File: config.mk
export PLATFORM = sky130hd
export DESIGN_NAME = sacl_queue
export DESIGN_NICKNAME = d
export VERILOG_FILES = /design/src/rtl/core/set_assoc_cache_lru_tags_defines.svh /design/src/rtl/core/sacl_queue.sv
export SDC_FILE = /design/constraint.sdc
export NUM_CORES = 1
export LEC_CHECK = 0
export BUFFER_PORTS_ARGS = -buffer_cell sky130_fd_sc_hd__clkbuf_2
export CORE_MARGIN = 2
export CORE_UTILIZATION = 48
export DETAILED_ROUTE_END_ITERATION = 16
export PLACE_DENSITY = 0.74
export SLEW_MARGIN = 25
export SYNTH_ARGS = -nofsm -noshare
export SYNTH_HDL_FRONTEND = slang
export SYNTH_SLANG_ARGS = --single-unit
File: constraint.sdc
create_clock -name aclk -period 1.26 [get_ports aclk]
set_input_delay 0 -clock aclk [delete_from_list [all_inputs] [get_ports aclk]]
set_output_delay 0 -clock aclk [all_outputs]
set_load 0.02 [all_outputs]
File: src/rtl/core/set_assoc_cache_lru_tags_defines.svh
// assertion macros used by the cache tag store back end
// no dependencies; define ASSERT_OFF to compile the checks out
`ifndef SET_ASSOC_CACHE_LRU_TAGS_DEFINES_SVH
`define SET_ASSOC_CACHE_LRU_TAGS_DEFINES_SVH
`ifndef ASSERT_OFF
`define SACL_ASSERT(lbl, clk, rst_n, prop, msg) \
    lbl: assert property (@(posedge clk) disable iff (!rst_n) prop) else $error(msg);
`define SACL_ASSERT_NEXT(lbl, clk, rst_n, ante, cons, msg) \
    lbl: assert property (@(posedge clk) disable iff (!rst_n) ante |=> cons) else $error(msg);
`else
`define SACL_ASSERT(lbl, clk, rst_n, prop, msg)
`define SACL_ASSERT_NEXT(lbl, clk, rst_n, ante, cons, msg)
`endif
`endif

File: src/rtl/core/sacl_queue.sv
// short fifo between the decode front end and the tag update back end
// no dependencies
`timescale 1ns / 1ps
`default_nettype none
module sacl_queue #(
    parameter int WIDTH = 8,
    parameter int DEPTH = 2
) (
    input  wire logic             aclk,
    input  wire logic             aresetn,
    input  wire logic             wr_en,
    input  wire logic [WIDTH-1:0] wr_data,
    output logic                  full,
    output logic                  rd_valid,
    input  wire logic             rd_en,
    output logic      [WIDTH-1:0] rd_data
);

    localparam int PTR_W = (DEPTH > 1) ? $clog2(DEPTH) : 1;
    localparam int CNT_W = $clog2(DEPTH + 1);

    logic [WIDTH-1:0] mem_reg [DEPTH];
    logic [PTR_W-1:0] wptr_reg, rptr_reg;
    logic [CNT_W-1:0] cnt_reg;

    assign full     = (cnt_reg == CNT_W'(DEPTH));
    assign rd_valid = (cnt_reg != '0);
    assign rd_data  = mem_reg[rptr_reg];

    always_ff @(posedge aclk) begin
        if (wr_en) begin
            mem_reg[wptr_reg] <= wr_data;
        end
    end

    always_ff @(posedge aclk) begin
        if (!aresetn) begin
            wptr_reg <= '0;
            rptr_reg <= '0;
            cnt_reg  <= '0;
        end else begin
            if (wr_en) begin
                wptr_reg <= (wptr_reg == PTR_W'(DEPTH - 1)) ? '0 : wptr_reg + 1'b1;
            end
            if (rd_en) begin
                rptr_reg <= (rptr_reg == PTR_W'(DEPTH - 1)) ? '0 : rptr_reg + 1'b1;
            end
            if (wr_en && !rd_en) begin
                cnt_reg <= cnt_reg + 1'b1;
            end else if (rd_en && !wr_en) begin
                cnt_reg <= cnt_reg - 1'b1;
            end
        end
    end

endmodule
`default_nettype wire

==> results.md, run 1 <==
- CP arrival: around 1.2 ns
- Minimum clock period: about 1.2 ns
- Critical path, cell by cell: mux2_2 > clkbuf_2
- Largest net degree at the start of global routing: 13
- R2r startpoint: wptr_reg
- Top post-synthesis cells by count: 16 x edfxtp_1, 8 x mux2_2, 5 x dfxtp_1
- Initial antenna violation count: 0
- Top-count cell post-synth: edfxtp_1
- Crit Reg-Reg Endpoint: mem_reg[1][7]
- GRT Util Overall: 14.13%
- Clock Sink Count: 21
- CTS tree: built
- Area added between synthesis and finish: 31.24%
- DR vias/cell: just under 5
- Final wirelength: around 1.2 mm
- R2R cell count: 1
- Synth top area cells: edfxtp_1 60%, dfxtp_1 13%, mux2_2 11%
- Final Wtd Congestion: roughly 0.67
- Area of the die: ~2000 sq um
- Startpoint types: flop
- DRC violations left: 0
- Post-synth ARST share: 0%
- First drt pass iteration count: 2
- Fin nets: between 90 and 100
- Leading area contributor after synthesis: edfxtp_1
- Num CTS Buffers: 3
- VDD IR max: a little under 0.8 mV
- Root buffer cell: clkbuf_4
- R2R setup slack: roughly 0.22 ns
- Post-CTS Setup Repair Bufs: 0
- #FFs+latches synth: 21
- Status: finished clean
- IO Count: 22
- DRT antenna net count: 0
- Post-synth EDFFs: 16
- Hold wc startpoint: rd_en
- Yosys warns: 0
- Largest register FFs: 16
- # diodes: 0
- Type of the worst setup path: flop to primary output
- CP required: between 1 and 1.5 ns
- DR vias: 470
- RSZ-0062 raised after global routing: true
- Post-Syn Instances: 47
- Clk pin slew, worst setup/hold paths: around 0.11 ns
- Final design utilization: roughly two thirds
- Clock Path Buffers: 2
- Power density cells: approximately 1300 nW/um^2
- Initial Utilization: between 50 and 60%
- Synth Area per Inst: approximately 17 sq um
- Crit-path slowest cell: dfxtp_4
- FMAX: 0.8216 GHz
- Crit-path max FO: 8
- Worst slew pin tran: around 0.38 ns
- Final TNS setup: 0 ns
- Port Buffer Count: 21
- H-Tree Level Count: 1
- Hold Crit Depth: 3
- First-pass GRT wire length: a little under 2 mm
- Die H: ~45 um
- Share of layout cells above drive strength 1: around 46%
- Max_slew headroom: 74.89%
- Die W: ~45 um
- Min-Delay Path Class: input port to flop
- WL per Instance: between 10 and 15 um
- Max incr delay on CP: between 0.4 and 0.5 ns
- Clock Skews: a little under 0.006 ns
- Count of final hold-check violations: 0
- Total global routing overflow: 0
- Setup Viol. Count Final: 0
- Leak: between 0.4 and 0.5 nW
- Vias in the first global route: ~460
- CP Capture Type: primary output
- Post-synth net total: 60
- # rows: 14
- Tcrit/Tclk final: 96.60%
- Max_cap viols: 0
- Clk_lat worst skew: between 0.2 and 0.3 ns
- DR iter-0 viols: 6
- Core area: 1524 sq um
- Post-DP HPWL: 761.6 um
- Synth cell types: 16
- Top-area cell type share of the netlist area: 60.28%
- Top_reg_cell synth: edfxtp_1
- Synth Cell Area: between 700 and 800 sq um
- Slew Viols, Final: 0
- Sequential-to-total area share from yosys stat: between 70% and 80%
## placed cells by master, fill, tap and decap left out
| cell | n |
|---|---|
| a21boi_1 | 1 |
| and2_1 | 4 |
| and2b_2 | 1 |
| buf_2 | 3 |
| buf_4 | 1 |
| clkbuf_2 | 18 |
| clkbuf_4 | 3 |
| clkinv_2 | 1 |
| dfxtp_1 | 4 |
| dfxtp_4 | 1 |
| dlygate4sd3_1 | 9 |
| edfxtp_1 | 16 |
| ha_1 | 1 |
| inv_1 | 1 |
| mux2_2 | 8 |
| nor2b_1 | 2 |
| o21a_1 | 1 |
| o21ai_0 | 1 |
| or2_2 | 1 |
| or3_1 | 1 |
| xnor2_1 | 1 |
| xor2_1 | 2 |
## through the flow
stage / area, sq um / total power [W] / setup slack, ns / hold WS, ns / std cells
after global routing: 1046 / 0.001423 / -0.007944 / 0.04311 / 97
after detailed placement: 924.6 / 0.001046 / 0.2119 / 0.1925 / 84
final: 1046 / 0.001356 / 0.04282 / 0.03104 / 97
after global placement: 924.6 / 0.001041 / 0.2202 / 0.1904 / 84
after CTS: 1046 / 0.001374 / 0.02332 / 0.02287 / 97
after floorplan: 797.0 / 0.0009729 / 0.1557 / 0.09887 / 47
## layout make-up
class	count	area, sq um
Sequential cell	21	584.3
Fill cell	108	478.0
Multi-Input combinational cell	24	207.7
Timing Repair Buffer	31	202.7
Clock buffer	3	22.52
Tap cell	16	20.02
Clock inverter	1	5.005
Inverter	1	3.754
## how the worst max path moves through the flow
stage,startpoint,to,slack (ns),cells after the start
floorplan,wptr_reg,mem_reg[0][0],0.16,1
global placement,flop,rd_data[3],0.22,2
detailed placement,flop,rd_data[3],0.21,2
CTS,flop,rd_data[3],0.02,2
global route,flop,rd_data[3],-0.008,2
finish,flop,rd_data[3],0.04,2
## per-layer routing
layer,global-route usage (%),share of wire [%],wire length [um]
met1,15.85,43,506
met5,0,0,0
met3,4.800,5.5,64
met2,24.64,50,587
met4,5.455,0.60,7
## critical path, delay by kind of cell, from the launching register on
family | cells | cell delay, ns
mux | 1 | 0.35
flops | 1 | 0.42
buf+inv | 1 | 0.16
## where the power goes
group / internal, W / total, W / leakage, nW / switching (W)
sequential: 0.000793 / 0.000818 / 0.192 / 0.0000258
combinational: 0.000119 / 0.000232 / 0.220 / 0.000113
clock: 0.000118 / 0.000305 / 0.0177 / 0.000187
## cells by family (layout without fill, tap and decap cells)
logic type               count (synthesis)  in the layout  share of synthesized area, %
flip-flops                              21             21                         72.84
AND/OR/NAND/NOR                          9              9                         7.379
multiplexers                             8              8                         11.30
AO/OA/AOI/OAI                            3              3                         2.512
XOR/XNOR                                 3              3                         3.297
buffers and inverters                    2             36                         1.098
adder cells (fa/ha/maj)                  1              1                         1.570
## repair_timing
| action | in CTS | in global routing |
|---|---|---|
| resized for setup | 2 | 3 |
| hold endpoints to repair | 21 | 0 |
| hold buffers | 9 | 0 |
| setup endpoints to repair | 8 | 5 |
(Power assumes the default switching activity.)
==> run 2: changes to the inputs <==
HOLD_SLACK_MARGIN = 0.15   (was unset)
==> run 2 against run 1 <==
Sequential share of layout area decreased by 1.4 points. Combinational power increased by 4%. Register-to-register slack worse by 0.02 ns. Clock power up 2%. Largest cell class unchanged. Highest routed layer unchanged.
==> results.md, run 2 (synthesized netlist as in run 1, its figures left out) <==
- Worst Path Buf+Inv: 1
- VDD IR max: ~0.80 mV
- FMAX: slightly above 0.8 GHz
- Crit-path slowest cell: dfxtp_4
- Share of layout cells above drive strength 1: between 40% and 50%
- Final wirelength: between 1 and 1.5 mm
- First-pass GRT wire length: around 2.0 mm
- Minimum clock period: 1.222 ns
- DRT antenna net count: 0
- Vias in the first global route: 461
- DR vias: between 400 and 500
- Initial antenna violation count: 0
- First drt pass iteration count: 4
- Final Wtd Congestion: between 0.6 and 0.7
- PnR worst setup slack: between 0.03 and 0.04 ns
- Fin nets: 96
- Crit-path max FO: 8
- Max_slew headroom: 72.92%
- Type of the worst setup path: flop to primary output
- Count of final hold-check violations: 0
- Setup Viol. Count Final: 0
- Post-DP HPWL: roughly 760 um
- Clock Skews: between 0.002 and 0.003 ns
- CP Capture Type: primary output
- # rows: 14
- Max_cap viols: 0
- # diodes: 0
- Largest register FFs: 16
- GRT Util Overall: 14.48%
- WL per Instance: about 12 um
- DRC violations left: 0
- Startpoint types: flop
- Status: finished clean
- Max incr delay on CP: 0.42 ns
- Port Buffer Count: 21
- DR vias/cell: between 4 and 5
- Post-CTS Setup Repair Bufs: 0
- Die H: between 40 and 50 um
- Slew Viols, Final: 0
- Die W: approximately 45 um
- Final design utilization: a little over two thirds
- Area added between synthesis and finish: 34.69%
- CP arrival: 1.22 ns
- Initial Utilization: between 50% and 60%
- Clk_lat worst skew: around 0.3 ns
- Power density cells: ~1300 nW/um^2
- RSZ-0062 raised after global routing: true
- Largest net degree at the start of global routing: 13
- Root buffer cell: clkbuf_4
- Num CTS Buffers: 3
- Clk pin slew, worst setup/hold paths: around 0.11 ns
- Min-Delay Path Class: input port to flop
- Worst slew pin tran: 0.4062 ns
- Clock Sink Count: 21
- Most frequent cells in the layout: 17 x clkbuf_2, 16 x edfxtp_1, 11 x dlygate4sd3_1
- IO Count: 22
- Commonest non-fill, non-tap cell in the layout: clkbuf_2
- DR iter-0 viols: 17
- Tcrit/Tclk final: 97.00%
- Clock Path Buffers: 2
- Total global routing overflow: 0
- CP required: between 1 and 1.5 ns
- Place WS: between 0.2 and 0.25 ns
- Leak: ~0.43 nW
- Area of the die: 2003 sq um
- H-Tree Level Count: 1
- Critical path, cell by cell: mux2_2 > clkbuf_2
- Top delay family on crit path: flip-flops
- Core area: between 1500 and 2000 sq um
- CTS tree: built
run 2: cell count changes in the layout (fill, tap and decap cells not counted), sizes merged:
cell | before | now
clkbuf | 21 | 20
dlygate4sd3 | 9 | 11
run 2: where the power goes:
part	switching, W	total (W)	internal (W)
combinational	0.000116	0.000242	0.000125
sequential	0.0000262	0.000819	0.000793
clock	0.000193	0.000311	0.000118
total	0.000335	0.00137	0.00104
run 2: worst paths after layout:
kind,startpoint,to,slack [ns],cells past startpoint
hold / removal,wr_data[0],mem_reg[0][0],0.42,2
setup / recovery,flop,rd_data[3],0.04,2
setup reg to reg,wptr_reg,mem_reg[1][7],0.20,1
hold reg to reg,cnt_reg[1],cnt_reg[1],0.52,2
run 2: through the flow:
stage | area [sq um] | cells | TNS (ns) | power [W] | hold WS, ns
detailed placement | 924.6 | 84 | 0 | 0.001046 | 0.1925
floorplan | 797.0 | 47 | 0 | 0.0009729 | 0.09887
global placement | 924.6 | 84 | 0 | 0.001041 | 0.1904
finish | 1074 | 98 | 0 | 0.001371 | 0.4249
global route | 1074 | 98 | -0.02669 | 0.001436 | 0.4122
CTS | 1066 | 99 | 0 | 0.001379 | 0.4185
run 2: routing by layer:
metal  part of all wire (%)  up-vias  wire, um  GRT usage, %
met1                     42      230       512         16.71
met2                     51       14       614         24.93
met5                      0        -         0             0
li1                       -      240         -             -
met3                    5.8        2        70         4.800
met4                   0.58        0         7         5.455
run 2: final cells by class:
class / instances / area (sq um)
clock inverters: 1 / 5.005
inverters: 1 / 3.754
well taps: 16 / 20.02
fillers: 105 / 450.4
multi-input cells: 24 / 220.2
flip-flops and latches: 21 / 584.3
clock buffers: 3 / 22.52
repair buffers: 32 / 217.7
run 2: repair_timing:
item | 4_1_cts | 5_1_grt
pin swaps | 0 | 1
gates resized for setup | 2 | 4
endpoints found under the setup margin | 8 | 6
hold buffers | 11 | 0
endpoints found under the hold margin | 21 | 0
