--- config.mk ---
export PLATFORM = sky130hd
export DESIGN_NAME = sacl_front
export DESIGN_NICKNAME = d
export VERILOG_FILES = /design/src/rtl/core/set_assoc_cache_lru_tags_defines.svh /design/src/rtl/core/sacl_pkg.sv /design/src/rtl/core/sacl_front.sv
export SDC_FILE = /design/constraint.sdc
export NUM_CORES = 1
export LEC_CHECK = 0
export BUFFER_PORTS_ARGS = -buffer_cell sky130_fd_sc_hd__buf_4
export CAP_MARGIN = 5
export CORE_MARGIN = 2
export CORE_UTILIZATION = 49
export DETAILED_ROUTE_END_ITERATION = 8
export PLACE_DENSITY = 0.83
export SLEW_MARGIN = 20
export SYNTH_ARGS = -nofsm -noshare
export SYNTH_HDL_FRONTEND = slang
export SYNTH_SLANG_ARGS = --single-unit
--- constraint.sdc ---
create_clock -name vclk -period 3.6
set_clock_uncertainty 0.05 [all_clocks]
set_input_delay 0.72 -clock vclk [all_inputs]
set_output_delay 0.72 -clock vclk [all_outputs]
set_load 0.01 [all_outputs]
--- src/rtl/core/set_assoc_cache_lru_tags_defines.svh ---
// assertion macros used by the cache tag store back end
// no dependencies; define ASSERT_OFF to compile the checks out
`ifndef SET_ASSOC_CACHE_LRU_TAGS_DEFINES_SVH
`define SET_ASSOC_CACHE_LRU_TAGS_DEFINES_SVH
`ifndef ASSERT_OFF
`define SACL_ASSERT(lbl, clk, rst_n, prop, msg) \
    lbl: assert property (@(posedge clk) disable iff (!rst_n) prop) else $error(msg);
`define SACL_ASSERT_NEXT(lbl, clk, rst_n, ante, cons, msg) \
    lbl: assert property (@(posedge clk) disable iff (!rst_n) ante |=> cons) else $error(msg);
`else
`define SACL_ASSERT(lbl, clk, rst_n, prop, msg)
`define SACL_ASSERT_NEXT(lbl, clk, rst_n, ante, cons, msg)
`endif
`endif

--- src/rtl/core/sacl_pkg.sv ---
// shared types and constants of the set-associative cache tag store
// no dependencies
`timescale 1ns / 1ps
`default_nettype none
package sacl_pkg;

    localparam int ADDR_BITS       = 27;
    localparam int TOTAL_LINES_DEF = 512;
    localparam int MAX_WAYS_DEF    = 16;
    localparam int CFG_W           = 3;
    localparam int CFG_IDX_W       = 1;
    localparam int WAY_W           = 4;

    localparam logic [CFG_W-1:0] WAYS_LOG2_RESET = 3'd1;

    typedef enum logic [CFG_IDX_W-1:0] {
        REG_WAYS_LOG2   = 1'b0,
        REG_WRITE_ALLOC = 1'b1
    } cfg_reg_e;

    localparam logic OP_LOAD  = 1'b0;
    localparam logic OP_STORE = 1'b1;

    typedef struct packed {
        logic                 operation;
        logic [ADDR_BITS-1:0] line_address;
    } sacl_in_t;

    typedef struct packed {
        logic             hit;
        logic [WAY_W-1:0] way_used;
        logic             allocated;
        logic             evicted;
    } sacl_out_t;

endpackage
`default_nettype wire

--- src/rtl/core/sacl_front.sv ---
// front end: takes accesses and splits the line address into set and tag
// depends on sacl_pkg
`timescale 1ns / 1ps
`default_nettype none
module sacl_front
    import sacl_pkg::*;
#(
    parameter int TOTAL_LINES = TOTAL_LINES_DEF,
    parameter int MAX_WAYS    = MAX_WAYS_DEF
) (
    input  wire logic                 s_valid,
    output logic                      s_ready,
    input  wire sacl_in_t             s_data,
    input  wire logic [CFG_W-1:0]     eff_wl,
    input  wire logic                 clearing,
    input  wire logic                 q_full,
    output logic                      q_push,
    output logic                      q_store,
    output logic [$clog2(TOTAL_LINES)-1:0] q_set,
    output logic [ADDR_BITS-$clog2(TOTAL_LINES/MAX_WAYS)-1:0] q_tag
);

    localparam int SET_W = $clog2(TOTAL_LINES);
    localparam int TAG_W = ADDR_BITS - $clog2(TOTAL_LINES / MAX_WAYS);
    localparam int SB_W  = $clog2(SET_W + 1);

    logic [SB_W-1:0]      sbits;
    logic [SET_W-1:0]     set_mask;
    logic [ADDR_BITS-1:0] tag_full;

    assign s_ready = !clearing && !q_full;
    assign q_push  = s_valid && s_ready;
    assign q_store = (s_data.operation == OP_STORE);

    // fewer set bits as the ways grow
    assign sbits    = SB_W'(SET_W) - SB_W'(eff_wl);
    assign set_mask = ~({SET_W{1'b1}} << sbits);
    assign q_set    = s_data.line_address[SET_W-1:0] & set_mask;
    assign tag_full = s_data.line_address >> sbits;
    assign q_tag    = tag_full[TAG_W-1:0];

endmodule
`default_nettype wire

==> impl_metrics.tcl, run 1 <==
set metrics [dict create \
    result_of_the_run "completed" \
    maxCapViolCount 0 \
    area_growth_syn_to_layout_pct 34.0 \
    actual_transition_at_the_worst_max_transition_pin_ns 0.453 \
    timing.critical_path.required_ns 2.83 \
    critical-path-max-stage-delay_ns 0.55 \
    synth.avg_cell_area_um2 11.2 \
    fp.dieH_um 57.0 \
    synth.area.top_cells "sky130_fd_sc_hd__mux4_2 28%, sky130_fd_sc_hd__mux2i_1 25%, sky130_fd_sc_hd__mux4_1 17%, sky130_fd_sc_hd__ha_1 3.6%, sky130_fd_sc_hd__buf_6 3.3%" \
    detail-route-antenna-nets 0 \
    power_per_cell_area_nw_per_um2 182 \
    detail_route.first_pass.iterations 4 \
    initial_core_util 0.509 \
    num_rows 19 \
    drt_drc_violations_left 0 \
    synth_commonest_cells "34 x sky130_fd_sc_hd__mux2i_1, 17 x sky130_fd_sc_hd__mux4_2, 9 x sky130_fd_sc_hd__mux4_1" \
    design.seq.count 0 \
    synthesis.nets 161 \
    synthesis.area_um2 1380 \
    dieWidth_um 57.0 \
    final.setup.tns_ns 0 \
    num-nets-final 219 \
    synthMostInstantiatedCell "sky130_fd_sc_hd__mux2i_1" \
    end_kind "output port" \
    synth_warnings 0 \
    peakVddDrop_mv 0.143 \
    final_period_minus_worst_setup_slack_ns 3.25 \
    detail_route.wirelength_um 4120 \
    post_cts_buffers 0 \
    grt_start_max_net_pins 35 \
    place.gp.congestion 0.874 \
    clock_buffers 0 \
    fraction_of_synthesized_cell_area_taken_by_the_top_area_cell_type 0.278 \
    core-area_um2 2710 \
    io_buffer_count 66 \
    post_cts.resized_instances 0 \
    post_route_cells_drive_above_1_share 0.503 \
    path_cells "buf_4, clkinv_1, ha_1, inv_2, mux4_2, mux2i_1, buf_4" \
    synthDistinctLibCells 31 \
    sum_of_buffers_and_inverters_on_the_critical_path 4 \
    synth_cells 123 \
    grt.total_usage 0.251 \
    unrepaired_setup_endpoints_after_global_routing "false" \
    drv_slew 0 \
    top_level_ports 68 \
    cp_common_cell "sky130_fd_sc_hd__buf_4" \
    hp-class "in -> out" \
    netlist.top_cell.by_area "sky130_fd_sc_hd__mux4_2" \
    n_fill_cell 222 \
    first_global_vias 1382 \
    antenna_found_initial 0 \
    p_leak_nw 0.890 \
    critPathKind "in -> out" \
    layout_worst_path_cycle_share 0.902 \
    critical_path.startpoint_type "primary input" \
    die-area_um2 3250 \
    crit_arrival_ns 2.48 \
    sequential_fraction_of_the_synthesis_area 0 \
    via_per_inst 6.70 \
    hpwl_um 3290 \
    achievable-frequency_mhz 308 \
    antenna_cells_inserted 0 \
    timing.max_slew.rel_slack 0.698 \
    critical_path_s_slowest_cell "sky130_fd_sc_hd__mux4_2" \
    first_iter_violations 50 \
    grt_remaining_overflow 0 \
    cts_hold_buf 0 \
    avgRoutedWirePerCell_um 19.6 \
    hold_violations 0 \
    power_total_mw 0.337 \
    sequential_cell_area_um2 0 \
    setup_violations 0 \
    wire_length_of_the_first_global_routing_pass_um 6560 \
    crit_path_max_delay_family "multiplexers" \
    vias 1408 \
    critical_path.max_fanout 16 \
]
[per-layer routing]
layer / track usage / vias to the layer above / wire length (um)
li1: - / 625 / -
met1: 0.359 / 717 / 1670
met4: 0.0266 / 0 / 14
met3: 0.00680 / 2 / 233
met5: 0 / - / 0
met2: 0.445 / 64 / 2210
[path summary, 6_finish.rpt]
path | from | slack (ns) | endpoint | cells past startpoint
setup / recovery | eff_wl[1] | 0.35 | q_tag[2] | 7
hold / removal | s_data[27] | 1.39 | q_store | 0
[power breakdown]
part | internal [mW] | switching [mW]
Clock | 0 | 0
Combinational | 0.180 | 0.157
Sequential | 0 | 0
[area by class of cell]
| cell class | instances | area (um^2) | area share |
|---|---|---|---|
| multi-input combinational | 105 | 1260 | 0.684 |
| tap | 31 | 38.8 | 0.0210 |
| inverter | 3 | 11.3 | 0.00609 |
| timing repair buffer | 71 | 533 | 0.288 |
[layout by cell type, fill, tap and decap left out, types with 2 or more instances in the layout]
cell / netlist / layout
sky130_fd_sc_hd__mux2i_1: 34 / 34
sky130_fd_sc_hd__mux4_1: 9 / 9
sky130_fd_sc_hd__nor2b_1: 7 / 7
sky130_fd_sc_hd__ha_1: 4 / 4
sky130_fd_sc_hd__buf_4: 2 / 71
sky130_fd_sc_hd__and2_1: 3 / 3
sky130_fd_sc_hd__nand2_1: 3 / 3
sky130_fd_sc_hd__a21oi_1: 3 / 3
sky130_fd_sc_hd__a22oi_1: 2 / 2
sky130_fd_sc_hd__o211a_1: 2 / 2
sky130_fd_sc_hd__o21ai_0: 2 / 2
sky130_fd_sc_hd__mux4_2: 17 / 17
sky130_fd_sc_hd__o31a_1: 2 / 2
sky130_fd_sc_hd__nand2b_1: 2 / 2
sky130_fd_sc_hd__nor2_1: 4 / 4
sky130_fd_sc_hd__nand3_1: 4 / 4
[logic make-up after synthesis]
group | Yosys count | synth area share
multiplexers | 61 | 0.704
AND/OR/NAND/NOR | 24 | 0.0916
buffers and inverters | 18 | 0.0826
AO/OA/AOI/OAI | 16 | 0.0853
adder cells (fa/ha/maj) | 4 | 0.0363
[per-stage QoR]
stage | util | instance area, um^2 | cells | hold slack, ns | worst slack (ns)
floorplan | - | 1380 | 123 | 1.44 | 0.212
global placement | 0.682 | 1850 | 210 | 1.39 | 0.415
detailed placement | 0.682 | 1850 | 210 | 1.39 | 0.363
CTS | 0.682 | 1850 | 210 | 1.39 | 0.347
global route | 0.682 | 1850 | 210 | 1.39 | 0.192
finish | 0.682 | 1850 | 210 | 1.39 | 0.352
Note: power is estimated with default switching activity, not from simulation.
==> run 2: changes to the inputs <==
ABC_AREA = 0   (was not set)
CORE_UTILIZATION = 45   (was 49)
PLACE_DENSITY = 0.8   (was 0.83)
clock period = 2.9 ns   (was 3.6 ns; I/O delays follow)
==> run 2 against run 1 <==
  * Sequential share of layout area did not move
  * Global-route usage shrank 1.4 points
  * Clock-buffer cell count unchanged
  * Combinational power rose by 28%
  * Critical path depth shrank 1
  * Worst hold slack worse by 0.28 ns
  * Non-clock buffer count rose by 2
  * Largest power group unchanged
==> impl_metrics.tcl, run 2 (synthesized netlist as in run 1, its figures left out) <==
set metrics [dict create \
    grt_start_max_net_pins 29 \
    crit_arrival_ns 2.11 \
    min_to "q_store" \
    layout_worst_path_cycle_share 0.944 \
    timing.critical_path.required_ns 2.27 \
    dieWidth_um 59.4 \
    hpwl_um 3440 \
    post_cts_buffers 0 \
    power_per_cell_area_nw_per_um2 226 \
    internal-power_mw 0.232 \
    end_kind "output port" \
    timing.hold.worst.start "s_data[27]" \
    power_total_mw 0.430 \
    detail_route.first_pass.iterations 4 \
    final_period_minus_worst_setup_slack_ns 2.74 \
    critical-path-max-stage-delay_ns 0.65 \
    num-nets-final 221 \
    grt.total_usage 0.237 \
    n_fill_cell 238 \
    io_buffer_count 66 \
    grt_remaining_overflow 0 \
    path_cells "buf_4, buf_12, mux4_1, mux2i_1, mux2i_1, buf_4" \
    achievable-frequency_mhz 365 \
    first_global_vias 1332 \
    timing.max_slew.rel_slack 0.734 \
    fp.dieH_um 59.4 \
    place_ws_ns 0.0780 \
    critical_path.startpoint_type "primary input" \
    final.setup.tns_ns 0 \
    maxCapViolCount 0 \
    drv_slew 0 \
    timing_startpoint_of_the_critical_path "eff_wl[1]" \
    final-instance-count-excl-fill 214 \
    avgRoutedWirePerCell_um 19.3 \
    sequential_cell_area_um2 0 \
    hp-class "in -> out" \
    peakVddDrop_mv 0.110 \
    wire_length_of_the_first_global_routing_pass_um 6500 \
    drt_drc_violations_left 0 \
    num_rows 20 \
    clock_buffers 0 \
    place.gp.congestion 0.892 \
    antenna_found_initial 0 \
    critical_path_s_slowest_cell "sky130_fd_sc_hd__mux4_1" \
    clock_share_of_power 0 \
    worst_slack_ns 0.163 \
    via_per_inst 6.29 \
    post-place-cells 214 \
    detail_route.wirelength_um 4130 \
    actual_transition_at_the_worst_max_transition_pin_ns 0.399 \
    p_sw_frac 0.460 \
    seq_power_share 0 \
    layout.cells.most_common "sky130_fd_sc_hd__buf_4" \
    critical_path.max_fanout 28 \
    design.seq.count 0 \
    first_iter_violations 40 \
    antenna_cells_inserted 0 \
    layout_common_cells "71 x sky130_fd_sc_hd__buf_4, 32 x sky130_fd_sc_hd__mux2i_1, 17 x sky130_fd_sc_hd__mux4_2" \
    hold_violations 0 \
    die-area_um2 3520 \
    vias 1347 \
    p_leak_nw 0.907 \
    top_level_ports 68 \
    detail-route-antenna-nets 0 \
    area_growth_syn_to_layout_pct 38.1 \
    setup_violations 0 \
    number_of_cells_traversed_by_the_worst_hold_path 0 \
    unrepaired_setup_endpoints_after_global_routing "false" \
    combinationalPowerShare 1.000 \
    core-area_um2 2980 \
    switchingPower_mw 0.198 \
    result_of_the_run "completed" \
    post_route_cells_drive_above_1_share 0.530 \
    initial_core_util 0.463 \
    critPathKind "in -> out" \
]
run 2: per-stage QoR:
stage	instance area, um^2	utilization	hold slack [ns]
3_3_place_gp	1900	0.639	1.11
4_1_cts	1900	0.639	1.11
3_5_place_dp	1900	0.639	1.11
6_report	1900	0.639	1.11
5_1_grt	1900	0.639	1.11
2_1_floorplan	1400	-	1.16
run 2: how the worst max path moves through the flow:
stage,slack [ns],cells after the start,end
after floorplan,0.02,8,q_tag[2]
after global placement,0.16,7,q_tag[2]
after detailed placement,0.08,8,q_tag[18]
after CTS,0.07,8,q_tag[18]
after global routing,0.09,8,q_tag[18]
final,0.16,6,q_tag[7]
run 2: power groups by stage:
stage	combinational, mW	sequential, mW	clock (mW)
floorplan	0.249	0	0
global placement	0.421	0	0
detailed placement	0.429	0	0
CTS	0.429	0	0
global route	0.459	0	0
finish	0.430	0	0
run 2: per-layer routing:
metal | part of all wire | vias up | track usage
li1 | - | 624 | -
met1 | 0.41 | 682 | 0.326
met2 | 0.55 | 37 | 0.429
met3 | 0.035 | 4 | 0.0109
met4 | 0.0075 | 0 | 0.0162
met5 | 0 | - | 0
run 2: what timing repair did:
item,4_1_cts,5_1_grt
gates resized for setup,0,1
endpoints found under the setup margin,0,1
endpoints found under the hold margin,0,0
hold buffers,0,0
run 2: worst max-delay path, delay by kind of cell:
family	cells	cell delay, ns
multiplexers	3	1.06
buffers and inverters	3	0.45
run 2: cell type report:
class                           instances  area [um^2]  share of cell area
Inverter                                3         15.0             0.00788
Timing Repair Buffer                   73          573               0.301
Tap cell                               33         41.3              0.0217
Multi-Input combinational cell        105         1270               0.670
==> run 3: changes to the inputs <==
ABC_AREA = 1   (was 0)
CORE_UTILIZATION = 44   (was 45)
==> run 3 against run 2 <==
  * Die area fell by 4.1%
  * Non-clock buffer count down 1
  * Critical path depth grew 3
  * Utilization shrank 0.12 points
  * Power down 2.8%
  * Sequential share of layout area unchanged
  * Design area down 6.8%
  * Setup slack better by 0.12 ns
  * Sequential cell count unchanged
  * Fmax increased by 4.5%
  * Critical path type unchanged
  * Clock-buffer cell count unchanged
==> impl_metrics.tcl, run 3 <==
set metrics [dict create \
    result_of_the_run "completed" \
    grt.total_usage 0.249 \
    via_per_inst 5.49 \
    multiInputGateArea_um2 1140 \
    synth_commonest_cells "138 x sky130_fd_sc_hd__nand2_1, 94 x sky130_fd_sc_hd__nand3_1, 13 x sky130_fd_sc_hd__inv_1" \
    drv_slew 0 \
    layout_common_cells "138 x sky130_fd_sc_hd__nand2_1, 94 x sky130_fd_sc_hd__nand3_1, 72 x sky130_fd_sc_hd__buf_4" \
    final_period_minus_worst_setup_slack_ns 2.62 \
    synthesis.area_um2 1290 \
    synth_warnings 0 \
    final-instance-count-excl-fill 373 \
    first_global_vias 1726 \
    critical_path.startpoint_type "primary input" \
    antenna_cells_inserted 0 \
    wire_length_of_the_first_global_routing_pass_um 7040 \
    initial_core_util 0.463 \
    hpwl_um 3400 \
    timing.critical_path.required_ns 2.27 \
    achievable-frequency_mhz 382 \
    num-nets-final 382 \
    end_kind "output port" \
    synthMostInstantiatedCell "sky130_fd_sc_hd__nand2_1" \
    grt_remaining_overflow 0 \
    post_route_cells_drive_above_1_share 0.219 \
    power_per_cell_area_nw_per_um2 236 \
    antenna_found_initial 0 \
    synthesis.nets 327 \
    p_leak_nw 1.08 \
    netlist.top_cell.by_area "sky130_fd_sc_hd__nand2_1" \
    post-place-cells 373 \
    critical_path.max_fanout 8 \
    fp.dieH_um 58.1 \
    hold_violations 0 \
    vias 2046 \
    unrepaired_setup_endpoints_after_global_routing "false" \
    design.seq.count 0 \
    clock_buffers 0 \
    fraction_of_synthesized_cell_area_taken_by_the_top_area_cell_type 0.402 \
    avgRoutedWirePerCell_um 11.7 \
    synthDistinctLibCells 18 \
    first_iter_violations 102 \
    grt_start_max_net_pins 32 \
    hp-class "in -> out" \
    detail_route.first_pass.iterations 4 \
    final.setup.tns_ns 0 \
    detail_route.wirelength_um 4380 \
    synth.area.top_cells "sky130_fd_sc_hd__nand2_1 40%, sky130_fd_sc_hd__nand3_1 37%, sky130_fd_sc_hd__buf_2 4.3%, sky130_fd_sc_hd__ha_1 3.9%, sky130_fd_sc_hd__inv_1 3.8%" \
    setup_violations 0 \
    dieWidth_um 58.1 \
    critPathKind "in -> out" \
    area_growth_syn_to_layout_pct 37.8 \
    sequential_cell_area_um2 0 \
    n_fill_cell 308 \
    cts_hold_buf 0 \
    top_level_ports 68 \
    die-area_um2 3380 \
    peakVddDrop_mv 0.151 \
    maxCapViolCount 0 \
    place.gp.congestion 0.919 \
    crit_arrival_ns 1.99 \
    post_cts.resized_instances 0 \
    io_buffer_count 66 \
    num_rows 19 \
    layout_worst_path_cycle_share 0.903 \
    sequential_fraction_of_the_synthesis_area 0 \
    drt_drc_violations_left 0 \
    synth_cells 289 \
    actual_transition_at_the_worst_max_transition_pin_ns 0.541 \
    detail-route-antenna-nets 0 \
    post_cts_buffers 0 \
    synth.avg_cell_area_um2 4.46 \
    timing.max_slew.rel_slack 0.638 \
    layout.cells.most_common "sky130_fd_sc_hd__nand2_1" \
    core-area_um2 2780 \
]
## run 3: layout make-up
cell class / count / share of cell area
Multi-Input combinational cell: 254 / 0.640
Timing Repair Buffer: 72 / 0.304
Inverter: 16 / 0.0338
Tap cell: 31 / 0.0218
## run 3: power breakdown
part           leakage [nW]  internal (mW)  switching (mW)
registers                 0              0               0
logic                  1.08          0.182           0.237
clock network             0              0               0
## run 3: worst max-delay path: stages
cell and delay [ns]:
sky130_fd_sc_hd__buf_4 0.11, sky130_fd_sc_hd__inv_1 0.08, sky130_fd_sc_hd__ha_1 0.28, sky130_fd_sc_hd__nor2_1 0.46
sky130_fd_sc_hd__nand3_1 0.16, sky130_fd_sc_hd__nand2_1 0.09, sky130_fd_sc_hd__inv_1 0.04, sky130_fd_sc_hd__nand2_1 0.06
sky130_fd_sc_hd__buf_4 0.12
## run 3: cells by family (layout without fill, tap and decap cells)
kind of cell             Yosys count  in the layout  synth area share
adder cells (fa/ha/maj)            4              4            0.0388
buffers and inverters             35             88             0.118
AND/OR/NAND/NOR                  242            242             0.801
AO/OA/AOI/OAI                      8              8            0.0417
## run 3: worst paths after layout
check                 cells past startpoint  slack [ns]        from       end
worst min-delay path                      0        1.11  s_data[27]   q_store
worst max-delay path                      9        0.28   eff_wl[2]  q_tag[2]
## run 3: through the flow
stage / util / setup slack, ns / hold slack (ns) / cell area (um^2) / total power, mW
5_1_grt: 0.638 / 0.148 / 1.11 / 1780 / 0.462
4_1_cts: 0.638 / 0.330 / 1.11 / 1780 / 0.416
3_3_place_gp: 0.638 / 0.323 / 1.11 / 1780 / 0.412
3_5_place_dp: 0.638 / 0.331 / 1.11 / 1780 / 0.414
6_report: 0.638 / 0.280 / 1.11 / 1780 / 0.418
2_1_floorplan: - / 0.247 / 1.15 / 1290 / 0.242
## run 3: routing by layer
layer,global-route usage,up-vias,wire length (um)
met2,0.422,95,1950
met3,0.0201,2,398
met4,0.0332,0,18
met1,0.350,899,2010
li1,-,1050,-
met5,0,-,0
